`config.mk`:
```
export PLATFORM = sky130hd
export DESIGN_NAME = alu_with_nzcv_flags_and_branch
export DESIGN_NICKNAME = d
export VERILOG_FILES = /design/src/rtl/anzcv_pkg.sv /design/src/rtl/alu_with_nzcv_flags_and_branch.sv /design/src/rtl/anzcv_muldiv.sv
export SDC_FILE = /design/constraint.sdc
export NUM_CORES = 2
export LEC_CHECK = 0
export ABC_AREA = 0
export BUFFER_PORTS_ARGS = -buffer_cell sky130_fd_sc_hd__buf_4
export CAP_MARGIN = 20
export CORE_MARGIN = 10
export CORE_UTILIZATION = 40
export DETAILED_ROUTE_END_ITERATION = 8
export PLACE_DENSITY_LB_ADDON = 0.08
export SYNTH_ARGS = -nofsm -noshare
export SYNTH_HDL_FRONTEND = slang
export SYNTH_SLANG_ARGS = --single-unit
export TNS_END_PERCENT = 20
```
`constraint.sdc`:
```
create_clock -name clock -period 18 [get_ports clock]
set_input_delay 3.6 -clock clock [delete_from_list [all_inputs] [get_ports clock]]
set_output_delay 3.6 -clock clock [all_outputs]
set_load 0.05 [all_outputs]
```
`src/rtl/anzcv_pkg.sv`:
```
// ---------------------------------------------------------------------------
// anzcv_pkg : shared types and constants for the NZCV ALU
// Action codes, flag bit positions and the multiply/divide unit interface.
// ---------------------------------------------------------------------------
package anzcv_pkg;

   typedef enum logic [4:0] {
      ACT_MOV  = 5'd0,
      ACT_ADD  = 5'd1,
      ACT_SUB  = 5'd2,
      ACT_MUL  = 5'd3,
      ACT_DIV  = 5'd4,
      ACT_CMP  = 5'd5,
      ACT_AND  = 5'd6,
      ACT_OR   = 5'd7,
      ACT_XOR  = 5'd8,
      ACT_SWAP = 5'd9,
      ACT_SHL  = 5'd10,
      ACT_SHR  = 5'd11,
      ACT_SAR  = 5'd12,
      ACT_LDL  = 5'd13,
      ACT_LDH  = 5'd14,
      ACT_NOT  = 5'd15,
      ACT_JMP  = 5'd16,
      ACT_JP   = 5'd17,
      ACT_JN   = 5'd18,
      ACT_JZ   = 5'd19,
      ACT_JC   = 5'd20,
      ACT_JV   = 5'd21,
      ACT_JNP  = 5'd22,
      ACT_JNN  = 5'd23,
      ACT_JNZ  = 5'd24,
      ACT_STOP = 5'd25
   } action_type;

   localparam int unsigned FLAG_N = 3;
   localparam int unsigned FLAG_Z = 2;
   localparam int unsigned FLAG_C = 1;
   localparam int unsigned FLAG_V = 0;

   localparam logic [15:0] HALF_MASK = 16'hFFFF;

   // control into the multiply/divide unit
   typedef struct packed {
      logic start;
      logic is_div;
   } md_ctl_type;

   // status out of the multiply/divide unit
   typedef struct packed {
      logic        done;
      logic [31:0] low;    // product low word or quotient
      logic [31:0] high;   // product high word or remainder
      logic        carry;  // unsigned product overflow
      logic        ovf;    // signed product overflow
   } md_sts_type;

   function automatic logic [3:0] nz_flags(input logic [31:0] r, input logic c,
                                           input logic v);
      logic [3:0] f;
      f         = '0;
      f[FLAG_N] = r[31];
      f[FLAG_Z] = (r == '0);
      f[FLAG_C] = c;
      f[FLAG_V] = v;
      return f;
   endfunction

endpackage

```
`src/rtl/alu_with_nzcv_flags_and_branch.sv`:
```
// ---------------------------------------------------------------------------
// alu_with_nzcv_flags_and_branch : 32-bit ALU with NZCV flags and branches
// Executes one instruction per transfer, keeps the condition flags and
// resolves jumps against the code segment base.
// ---------------------------------------------------------------------------
//  channel | ports                 | direction | transfer when
//  --------+-----------------------+-----------+--------------------------
//  req     | action, operand_a/b   | in        | req_valid & !req_stall
//  rsp     | results, flags, jump  | out       | rsp_valid & !rsp_stall
//  csr     | write_enable/data     | in        | csr_write_enable
//
//  Quick operations are registered straight into the result register. mul
//  and div by a nonzero divisor pass through the shared multiply/divide
//  unit (32 bit steps, a fix-up and the result register), during which
//  req_stall is held.
//  A new request is taken while the result register is empty or drains.
//  Synchronous reset clears flags, base and the valid state.
// ---------------------------------------------------------------------------
module alu_with_nzcv_flags_and_branch (
   input  logic               clock,
   input  logic               reset,
   input  logic               req_valid,
   output logic               req_stall,
   input  logic [4:0]         req_action,
   input  logic signed [31:0] req_operand_a,
   input  logic signed [31:0] req_operand_b,
   output logic               rsp_valid,
   input  logic               rsp_stall,
   output logic signed [31:0] rsp_result_first,
   output logic               rsp_write_first,
   output logic signed [31:0] rsp_result_second,
   output logic               rsp_write_second,
   output logic signed [31:0] rsp_remainder,
   output logic               rsp_write_remainder,
   output logic [3:0]         rsp_flags_out,
   output logic               rsp_jump_taken,
   output logic [31:0]        rsp_jump_target,
   output logic               rsp_stop_request,
   output logic               rsp_divide_by_zero,
   input  logic               csr_write_enable,
   input  logic [31:0]        csr_write_data
);
   import anzcv_pkg::*;

   typedef enum logic {ST_READY, ST_BUSY} state_type;

   state_type   state_ff;
   logic [3:0]  flags_ff;
   logic [31:0] base_ff;
   logic        div_ff, div_ovf_ff;
   logic        rsp_valid_ff;
   logic [31:0] r1_ff, r2_ff, rem_ff, tgt_ff;
   logic        w1_ff, w2_ff, wr_ff, jt_ff, stop_ff, dz_ff;
   logic [3:0]  fo_ff;

   md_ctl_type  md_ctl;
   md_sts_type  md_sts;

   logic        accept, use_md;
   logic [31:0] a, b;
   logic [31:0] q_r1, q_r2, q_tgt;
   logic        q_w1, q_w2, q_jt, q_stop, q_dz;
   logic [3:0]  q_f;
   logic [32:0] q_sum;
   logic [63:0] shl_wide;
   logic [31:0] shr_mask, sh_r;
   logic        sh_neg, sh_big;
   logic [4:0]  sh_k;
   logic        sh_c, sh_v;

   assign a = req_operand_a;
   assign b = req_operand_b;

   assign req_stall = (state_ff == ST_BUSY) || (rsp_valid_ff && rsp_stall);
   assign accept    = req_valid && !req_stall;
   assign use_md    = (req_action == ACT_MUL) || ((req_action == ACT_DIV) && (b != '0));

   assign md_ctl.start  = accept && use_md;
   assign md_ctl.is_div = (req_action == ACT_DIV);

   anzcv_muldiv u_muldiv (
      .clock     (clock),
      .reset     (reset),
      .ctl       (md_ctl),
      .operand_a (a),
      .operand_b (b),
      .sts       (md_sts)
   );

   // quick operations (all but mul and div by a nonzero divisor)
   always_comb begin
      q_r1 = '0; q_r2 = '0; q_tgt = '0;
      q_w1 = 1'b0; q_w2 = 1'b0; q_jt = 1'b0; q_stop = 1'b0; q_dz = 1'b0;
      q_f  = flags_ff;
      q_sum = '0;

      // shift count classes: negative, 32 or more, 1..31
      sh_neg   = b[31];
      sh_big   = !b[31] && (b[30:5] != '0);
      sh_k     = b[4:0];
      shl_wide = {32'd0, a} << sh_k;
      shr_mask = ~(32'hFFFF_FFFF << sh_k);
      sh_r = a; sh_c = 1'b0; sh_v = 1'b0;
      if (sh_big) begin
         sh_c = (a != '0);
         sh_v = (req_action == ACT_SHL) && (a != '0);
         sh_r = ((req_action == ACT_SAR) && a[31]) ? 32'hFFFF_FFFF : 32'd0;
      end else if (!sh_neg && (sh_k != '0)) begin
         if (req_action == ACT_SHL) begin
            sh_r = shl_wide[31:0];
            sh_c = (shl_wide[63:32] != '0);
            // overflow when shifting back does not restore the operand
            sh_v = (($signed(shl_wide[31:0]) >>> sh_k) != $signed(a));
         end else begin
            sh_c = ((a & shr_mask) != '0);
            sh_r = (req_action == ACT_SAR) ? 32'($signed(a) >>> sh_k) : (a >> sh_k);
         end
      end

      unique case (req_action)
         ACT_MOV: begin q_r1 = b; q_w1 = 1'b1; q_f = nz_flags(b, 1'b0, 1'b0); end
         ACT_ADD: begin
            q_sum = {1'b0, a} + {1'b0, b};
            q_r1 = q_sum[31:0]; q_w1 = 1'b1;
            q_f = nz_flags(q_sum[31:0], q_sum[32],
                           (a[31] == b[31]) && (q_sum[31] != a[31]));
         end
         ACT_SUB, ACT_CMP: begin
            q_sum = {1'b0, a} - {1'b0, b};
            q_r1 = (req_action == ACT_SUB) ? q_sum[31:0] : 32'd0;
            q_w1 = (req_action == ACT_SUB);
            // C on a signed a < b
            q_f = nz_flags(q_sum[31:0], (a[31] != b[31]) ? a[31] : q_sum[32],
                           (a[31] != b[31]) && (q_sum[31] != a[31]));
         end
         ACT_DIV: q_dz = (b == '0);
         ACT_AND: begin q_r1 = a & b; q_w1 = 1'b1; q_f = nz_flags(a & b, 1'b0, 1'b0); end
         ACT_OR:  begin q_r1 = a | b; q_w1 = 1'b1; q_f = nz_flags(a | b, 1'b0, 1'b0); end
         ACT_XOR: begin q_r1 = a ^ b; q_w1 = 1'b1; q_f = nz_flags(a ^ b, 1'b0, 1'b0); end
         ACT_SWAP: begin
            q_r1 = b; q_r2 = a; q_w1 = 1'b1; q_w2 = 1'b1;
            q_f = nz_flags(a, 1'b0, 1'b0);
         end
         ACT_SHL, ACT_SHR, ACT_SAR: begin
            q_r1 = sh_r; q_w1 = 1'b1; q_f = nz_flags(sh_r, sh_c, sh_v);
         end
         ACT_LDL:  begin q_r1 = {a[31:16], b[15:0] & HALF_MASK}; q_w1 = 1'b1; end
         ACT_LDH:  begin q_r1 = {b[15:0] & HALF_MASK, a[15:0]}; q_w1 = 1'b1; end
         ACT_NOT:  begin q_r1 = ~a; q_w1 = 1'b1; q_f = nz_flags(~a, 1'b0, 1'b0); end
         ACT_JMP:  q_jt = 1'b1;
         ACT_JP:   q_jt = !flags_ff[FLAG_N] && !flags_ff[FLAG_Z];
         ACT_JN:   q_jt = flags_ff[FLAG_N] && !flags_ff[FLAG_Z];
         ACT_JZ:   q_jt = flags_ff[FLAG_Z];
         ACT_JC:   q_jt = flags_ff[FLAG_C];
         ACT_JV:   q_jt = flags_ff[FLAG_V];
         ACT_JNP:  q_jt = flags_ff[FLAG_N] || flags_ff[FLAG_Z];
         ACT_JNN:  q_jt = !flags_ff[FLAG_N];
         ACT_JNZ:  q_jt = !flags_ff[FLAG_Z];
         ACT_STOP: q_stop = 1'b1;
         default: ;   // mul and unused codes: nothing here
      endcase
      if (q_jt) q_tgt = base_ff + a;
   end

   always_ff @(posedge clock) begin
      if (reset) begin
         state_ff     <= ST_READY;
         flags_ff     <= '0;
         base_ff      <= '0;
         rsp_valid_ff <= 1'b0;
      end else begin
         if (csr_write_enable) base_ff <= csr_write_data;
         if (rsp_valid_ff && !rsp_stall) rsp_valid_ff <= 1'b0;

         if (accept && use_md) begin
            state_ff   <= ST_BUSY;
            div_ff     <= (req_action == ACT_DIV);
            div_ovf_ff <= (a == 32'h8000_0000) && (b == 32'hFFFF_FFFF);
         end else if (accept) begin
            rsp_valid_ff <= 1'b1;
            flags_ff <= q_f;
            fo_ff  <= q_f;
            r1_ff  <= q_r1;  w1_ff <= q_w1;
            r2_ff  <= q_r2;  w2_ff <= q_w2;
            rem_ff <= '0;    wr_ff <= 1'b0;
            jt_ff  <= q_jt;  tgt_ff <= q_tgt;
            stop_ff <= q_stop; dz_ff <= q_dz;
         end

         if (md_sts.done) begin
            state_ff     <= ST_READY;
            rsp_valid_ff <= 1'b1;
            r1_ff  <= md_sts.low; w1_ff <= 1'b1;
            r2_ff  <= '0;  w2_ff <= 1'b0;
            rem_ff <= div_ff ? md_sts.high : 32'd0;
            wr_ff  <= div_ff;
            jt_ff  <= 1'b0; tgt_ff <= '0;
            stop_ff <= 1'b0; dz_ff <= 1'b0;
            if (div_ff) begin
               flags_ff <= nz_flags(md_sts.low, 1'b0, div_ovf_ff);
               fo_ff    <= nz_flags(md_sts.low, 1'b0, div_ovf_ff);
            end else begin
               flags_ff <= nz_flags(md_sts.low, md_sts.carry, md_sts.ovf);
               fo_ff    <= nz_flags(md_sts.low, md_sts.carry, md_sts.ovf);
            end
         end
      end
   end

   assign rsp_valid           = rsp_valid_ff;
   assign rsp_result_first    = r1_ff;
   assign rsp_write_first     = w1_ff;
   assign rsp_result_second   = r2_ff;
   assign rsp_write_second    = w2_ff;
   assign rsp_remainder       = rem_ff;
   assign rsp_write_remainder = wr_ff;
   assign rsp_flags_out       = fo_ff;
   assign rsp_jump_taken      = jt_ff;
   assign rsp_jump_target     = tgt_ff;
   assign rsp_stop_request    = stop_ff;
   assign rsp_divide_by_zero  = dz_ff;

endmodule

```
`src/rtl/anzcv_muldiv.sv`:
```
// ---------------------------------------------------------------------------
// anzcv_muldiv : iterative multiply / divide unit
// One shared 34-bit adder, one bit per cycle: shift-add multiply on the
// raw operands or restoring divide on magnitudes, then a fix-up state.
// ---------------------------------------------------------------------------
module anzcv_muldiv (
   input  logic                   clock,
   input  logic                   reset,
   input  anzcv_pkg::md_ctl_type  ctl,
   input  logic [31:0]            operand_a,
   input  logic [31:0]            operand_b,
   output anzcv_pkg::md_sts_type  sts
);
   import anzcv_pkg::*;

   typedef enum logic [1:0] {ST_IDLE, ST_RUN, ST_FIX} state_type;

   state_type   state_ff;
   logic [4:0]  cnt_ff;
   logic        div_ff, an_ff, bn_ff;
   logic [31:0] hi_ff, lo_ff, b_ff, a_ff;
   logic        done_ff, carry_ff, ovf_ff;
   logic [31:0] low_ff, high_ff;

   logic [32:0] add_x, add_y;
   logic [33:0] add_s;
   logic [31:0] hi_signed;

   // shared adder: add for multiply, trial subtract for divide
   always_comb begin
      add_x = div_ff ? {hi_ff, lo_ff[31]} : {1'b0, hi_ff};
      add_y = (div_ff || lo_ff[0]) ? {1'b0, b_ff} : '0;
      add_s = {1'b0, add_x} + ({1'b0, add_y} ^ {34{div_ff}}) + {33'd0, div_ff};
      // signed high word from the unsigned product
      hi_signed = hi_ff - (an_ff ? b_ff : 32'd0) - (bn_ff ? a_ff : 32'd0);
   end

   always_ff @(posedge clock) begin
      done_ff <= 1'b0;
      if (reset) begin
         state_ff <= ST_IDLE;
         cnt_ff   <= '0;
      end else begin
         unique case (state_ff)
            ST_IDLE: begin
               if (ctl.start) begin
                  div_ff   <= ctl.is_div;
                  an_ff    <= operand_a[31];
                  bn_ff    <= operand_b[31];
                  a_ff     <= operand_a;
                  hi_ff    <= '0;
                  cnt_ff   <= '0;
                  state_ff <= ST_RUN;
                  if (ctl.is_div) begin
                     lo_ff <= operand_a[31] ? 32'd0 - operand_a : operand_a;
                     b_ff  <= operand_b[31] ? 32'd0 - operand_b : operand_b;
                  end else begin
                     lo_ff <= operand_a;
                     b_ff  <= operand_b;
                  end
               end
            end
            ST_RUN: begin
               if (div_ff) begin
                  hi_ff <= add_s[33] ? add_x[31:0] : add_s[31:0];
                  lo_ff <= {lo_ff[30:0], ~add_s[33]};
               end else begin
                  hi_ff <= add_s[32:1];
                  lo_ff <= {add_s[0], lo_ff[31:1]};
               end
               cnt_ff <= cnt_ff + 5'd1;
               if (cnt_ff == 5'd31) state_ff <= ST_FIX;
            end
            ST_FIX: begin
               if (div_ff) begin
                  low_ff  <= (an_ff ^ bn_ff) ? 32'd0 - lo_ff : lo_ff;
                  high_ff <= an_ff ? 32'd0 - hi_ff : hi_ff;
               end else begin
                  low_ff  <= lo_ff;
                  high_ff <= hi_ff;
               end
               carry_ff <= (hi_ff != '0);
               ovf_ff   <= (hi_signed != {32{lo_ff[31]}});
               done_ff  <= 1'b1;
               state_ff <= ST_IDLE;
            end
            default: state_ff <= ST_IDLE;
         endcase
      end
   end

   assign sts.done  = done_ff;
   assign sts.low   = low_ff;
   assign sts.high  = high_ff;
   assign sts.carry = carry_ff;
   assign sts.ovf   = ovf_ff;

endmodule
```
; Word-level counts from Yosys, hierarchy flattened
; Index checks and enable logic that the tools add are counted.
[totals]
regBits = 383
inputBits = 106
output_inout_bits = 140
wordCells = 233
[op_classes]
add_sub_neg = 12
n_eq_ne = 39
shift = 5
muxes = 79
n_bitwise = 10
n_reduce_logical = 57
[ops]
columns = cell, n
row1 = two-way mux 32 bit, 35
row2 = zero test 32 bit, 10
row3 = one-hot mux 32 bit (10 select lines), 1
row4 = nonzero test 32 bit, 5
row5 = one-hot mux 32 bit (2 select lines), 2
row6 = subtractor 1 x 32 -> 32 bit (first input constant), 4
row7 = AND 32 bit, 2
row8 = equality test 32 bit (second input constant), 2
row9 = != test 32 bit, 2
row10 = NOT 32 bit, 2
row11 = left shift 32 x 5 -> 64 bit, 1
row12 = >>> shifter 32 x 5 -> 32 bit, 2
row13 = subtractor 32 bit, 2
row14 = equality test 5 bit (second input constant), 11
row15 = equality test 5 x 4 -> 1 bit (second input constant), 8
row16 = one-hot mux 4 bit (9 select lines), 1
row17 = adder 33 x 34 -> 34 bit, 1
row18 = adder 34 x 1 -> 34 bit, 1
row19 = XOR 33 x 34 -> 34 bit, 1
row20 = adder 32 x 32 -> 33 bit, 1
row21 = two-way mux 33 bit, 1
row22 = subtractor 32 x 32 -> 33 bit, 1
row23 = adder 32 bit, 1
row24 = bitwise OR 32 bit, 1
row25 = other kinds (36), 104

; Longest topological paths before layout
[logic_depth]
ltp_word = 11
ltp_mapped = 26
mapped_depth_nobuf = 19

; Cells and area by module
; From an unflattened synthesis, not the netlist that was laid out.
[unflattened]
hier_cells = 4536
area_unflattened_um2 = 38514.4
[modules_own_cells]
columns = mod, n_inst, cells_each, area_per_inst_um2
row1 = alu_with_nzcv_flags_and_branch, 1, 2932, 23223.5
row2 = anzcv_muldiv, 1, 1604, 15290.9

; Least setup slack after synthesis
; No wires, ideal clock.
[synth_path]
path_type = input port to flip-flop
start = input port req_operand_b[1]
end = register dz_ff, in the netlist rsp_divide_by_zero, enable pin
t_arrival_ns = 12.378
setup_slack_ns = 4.984
stages = 14
path_buffers = 5
cell_sequence = buf_4 inv_2 clkbuf_1 clkbuf_1 clkbuf_1 clkbuf_1 ha_1 nand4_1 nor2_1 nand4_1 nand2_1 a211o_1 a31oi_1 nor2_1
[synth_between]
elab_chain_cells = 6
[synth_rtl]
columns = element, line_no
row1 = "start, declared", alu_with_nzcv_flags_and_branch.sv:26  ; input logic signed [31:0] req_operand_b,
row2 = nonzero test 32 bit, alu_with_nzcv_flags_and_branch.sv:76  ; assign use_md = (req_action == ACT_MUL) || ((req_action == ACT_DIV) && (b != '0));
row3 = logical AND 1 bit, alu_with_nzcv_flags_and_branch.sv:76
row4 = logical OR 1 bit, alu_with_nzcv_flags_and_branch.sv:76
row5 = logical AND 1 bit, alu_with_nzcv_flags_and_branch.sv:175  ; if (accept && use_md) begin
row6 = != test 2 x 1 -> 1 bit (no line), -
row7 = AND reduction 3 bit (no line), -
row8 = "end signal, assigned", alu_with_nzcv_flags_and_branch.sv:187  ; stop_ff <= q_stop; dz_ff <= q_dz;
row9 = "end, declared", alu_with_nzcv_flags_and_branch.sv:53  ; logic w1_ff, w2_ff, wr_ff, jt_ff, stop_ff, dz_ff;
; Every way passes these cells.
; A chain may end at the register's enable or synchronous reset.

; Worst setup path after layout
[layout_path]
start = input port req_operand_b[0]
end = register flags_ff[2]
[layout_between]
elab_chain_cells = 10
[layout_rtl]
columns = element, line_no
row1 = >> shifter 32 x 5 -> 32 bit or >>> shifter 32 x 5 -> 32 bit (tied branches), alu_with_nzcv_flags_and_branch.sv:116  ; sh_r = (req_action == ACT_SAR) ? 32'($signed(a) >>> sh_k) : (a >> sh_k);
row2 = two-way mux 32 bit, alu_with_nzcv_flags_and_branch.sv:116
row3 = two-way mux 32 bit, alu_with_nzcv_flags_and_branch.sv:109  ; if (req_action == ACT_SHL) begin
row4 = two-way mux 32 bit, alu_with_nzcv_flags_and_branch.sv:108  ; end else if (!sh_neg && (sh_k != '0)) begin
row5 = two-way mux 32 bit, alu_with_nzcv_flags_and_branch.sv:104  ; if (sh_big) begin
row6 = zero test 32 bit, anzcv_pkg.sv:63  ; f[FLAG_Z] = (r == '0);
row7 = one-hot mux 4 bit (9 select lines), alu_with_nzcv_flags_and_branch.sv:120  ; unique case (req_action)
row8 = two-way mux 4 bit, alu_with_nzcv_flags_and_branch.sv:179  ; end else if (accept) begin
row9 = two-way mux 4 bit, alu_with_nzcv_flags_and_branch.sv:175
row10 = two-way mux 4 bit, alu_with_nzcv_flags_and_branch.sv:190  ; if (md_sts.done) begin
row11 = "end signal, assigned", alu_with_nzcv_flags_and_branch.sv:181  ; flags_ff <= q_f;
row12 = "end signal, assigned", alu_with_nzcv_flags_and_branch.sv:200  ; flags_ff <= nz_flags(md_sts.low, 1'b0, div_ovf_ff);
row13 = "end signal, assigned", alu_with_nzcv_flags_and_branch.sv:203  ; flags_ff <= nz_flags(md_sts.low, md_sts.carry, md_sts.ovf);
row14 = "end, declared", alu_with_nzcv_flags_and_branch.sv:48  ; logic [3:0] flags_ff;
; Parallel ways exist; a longest one is shown, timed or not. The select of a mux whose other input is x is not followed.

==> results.yml <==
clocking:
  post_cts_buffers: 0
  h-tree-depth: 2
  cts_resized: 0
  tritoncts: "yes"
  cts-root-buf: "clkbuf_16"
  cts_buffers: 49
  cts.clk_slew.worst_paths_ps: 60
  clock_sinks: 382
  cts_max_path_buffers: 3
  cts_hold_buf: 0
  clkLatencyLatePin_ps: 660
floorplanning:
  die_x_um: 328
  rows: 113
  floorplan.initialDensity_pct: 40.2
  core_um2: 94700
  die_y_um: 328
  io_pins: 246
  die-area_um2: 108000
setup_path:
  arrival_ps: 10200
  start_kind: "input port"
  cp.required_ps: 18550
  worstSetupPathType: "input port to register"
  cp-end-kind: "register"
  path_max_fanout: 66
synth:
  yosys_warnings: 0
  synth-edff-count: 336
  synth_area_um2: 38100
  yosys_register_bits: 382
  synth_commonest_cells: "443 x nor2_1, 406 x nand2_1, 336 x edfxtp_1"
  synth_largest_area_cell: "edfxtp_1"
  synthArstFlopShare_pct: 0
  avgSynthCellArea_um2: 8.48
  post_synth_num_cell_types: 98
  synth_nets: 4838
  synth.top_cell.area_share_pct: 26.5
  synth-seq-area-share_pct: 28.9
  synth_ff_type: "edfxtp_1"
  synth_most_common_cell: "nor2_1"
  syn-instance-count: 4491
  synthTopCellsByArea: "edfxtp_1 27%, ha_1 6.8%, xnor2_1 4.6%"
power:
  pwr_density_cell_nw_per_um2: 68.3
  finalPower_mw: 2.92
  ir_drop_uv: 87.1
  p_leak_nw: 16.3
sta:
  setup_viol: 0
  min_period_ps: 9660
  finClkSkew_ps: 41.9
  finalCritPeriodShare_pct: 53.6
  slew_headroom_pct: 12.3
  rsz0062_at_grt: "no"
  final.setup.tns_ps: 0
  maxSlewViolCount: 0
  worst_slew_pin_slew_ps: 1280
  max_freq_ghz: 0.104
  final_hold_viol_count: 0
detailed_routing:
  avgRoutedWirePerCell_um: 33.9
  drtAntennaViolNets: 0
  viasPerCell: 6.67
  drt_drc_violations_left: 0
  num_vias: 39200
  wl_um: 199000
  drt_iter0_markers: 4882
  drt-pass1-iter-count: 9
job:
  drv_cap: 0
grt:
  grt_start_max_net_pins: 136
  overflow: 0
  antenna_found_initial: 19
  first_global_vias: 37600
  grt_pass1_wl_um: 281000
  gr-usage-all-layers_pct: 35.6
placement:
  place.gp.congestion: 1.05
  place_hpwl_um: 146000
  port_buffers: 245
finish:
  drive_gt1_share_pct: 13.3
  area_delta_synth_final_pct: 12.2
  fin_nets: 4908
min_path:
  hold_class: "register to register"
run_status:
  status: "completed"
[worst paths after layout]
path / start / end / slack, ps / cells after the start
setup / recovery: req_operand_b[0] / flags_ff[2] / 8340 / 16
hold / removal: rsp_valid / rsp_valid / 480 / 2
hold reg to reg: rsp_valid / rsp_valid / 480 / 2
setup reg to reg: u_muldiv.div_ff / u_muldiv.hi_ff[7] / 11810 / 18
[through the flow]
step / utilization, % / std cells / hold WS (ps) / area [um2] / worst slack, ps
after floorplan: - / 4491 / 441 / 38100 / 4980
after global placement: 43.3 / 5772 / 473 / 41000 / 8080
after detailed placement: 43.3 / 5772 / 477 / 41000 / 7980
after CTS: 45.0 / 5864 / 486 / 42700 / 8650
after global routing: 45.1 / 5869 / 513 / 42700 / 8220
final: 45.1 / 5874 / 483 / 42700 / 8340
[layer usage]
metal | vias to the layer above | track usage, % | share of wire, %
met2 | 2456 | 54.7 | 44
met1 | 19000 | 42.6 | 38
met3 | 702 | 9.20 | 9.9
met5 | - | 0 | 0.035
met4 | 12 | 26.4 | 8.9
li1 | 17000 | - | -
[cell usage in the layout (no fill, tap or decap), types with 24 or more instances in the layout]
cell       synthesis  routed
nor2b_1           40      39
nand3_1           85      85
nor2_1           443     438
or3_1             30      29
o2111ai_1         26      26
o21ai_0          300     300
nand2b_1          54      53
a22o_1            24      24
o31ai_1           38      38
mux4_2            63      63
o21a_1            27      27
o221ai_1          30      30
a221oi_1          46      46
fa_1              35      35
and2_1            42      42
nand4_1           77      77
mux2i_1          150     150
and3_1            57      57
a31oi_1           56      55
inv_1            142     142
clkbuf_16          0      49
nand2_1          406     406
xnor2_1          202     202
xor2_1            63      63
or2_2             32      32
nor4_1            54      52
a211oi_1          74      74
o211ai_1          53      53
mux2_2            50      50
a21oi_1          322     321
a21o_1            43      43
edfxtp_1         336     336
ha_1             206     206
a22oi_1           39      39
dfxtp_1           46      45
buf_4              5     344
o22ai_1           26      26
nor3_1           153     150
[where the power goes]
part           switching (mW)  internal (mW)
Sequential             0.0132          0.986
Clock                   0.409          0.605
Combinational           0.628          0.276
[worst max-delay path, stage by stage]
cell,delay (ps)
buf_6,400
buf_4,610
buf_4,800
mux4_2,620
mux4_2,460
and2_0,180
a2111oi_0,1090
or4_1,310
o211ai_1,110
nor4_1,210
nand4_1,120
nor4b_1,880
or3_1,210
a31o_2,100
o21ai_0,120
a221oi_1,280
[final cells by class]
type | count | area (um2)
diodes | 7 | 17.5
clock buffers | 68 | 1330
clock inverters | 24 | 324
fillers | 9515 | 52000
inverters | 158 | 593
multi-input cells | 3622 | 25200
flip-flops and latches | 382 | 11000
well taps | 1265 | 1580
repair buffers | 348 | 2620
[flip-flops by register name, indices dropped and copies added (netlist names), 2 cells and up]
register	count
base_ff	32
rsp_jump_target	32
rsp_remainder	32
rsp_result_first	32
rsp_result_second	32
u_muldiv.a_ff	32
u_muldiv.b_ff	32
u_muldiv.hi_ff	32
u_muldiv.high_ff	32
u_muldiv.lo_ff	32
u_muldiv.low_ff	32
u_muldiv.cnt_ff	5
flags_ff	4
rsp_flags_out	4
u_muldiv.state_ff	2
[logic make-up after synthesis]
group	share of synthesized area, %
AO/OA/AOI/OAI	23.2
buffers and inverters	5.10
multiplexers	9.15
AND/OR/NAND/NOR	18.9
XOR/XNOR	6.10
flip-flops	28.9
adder cells (fa/ha/maj)	8.61
(Power assumes the default switching activity.)
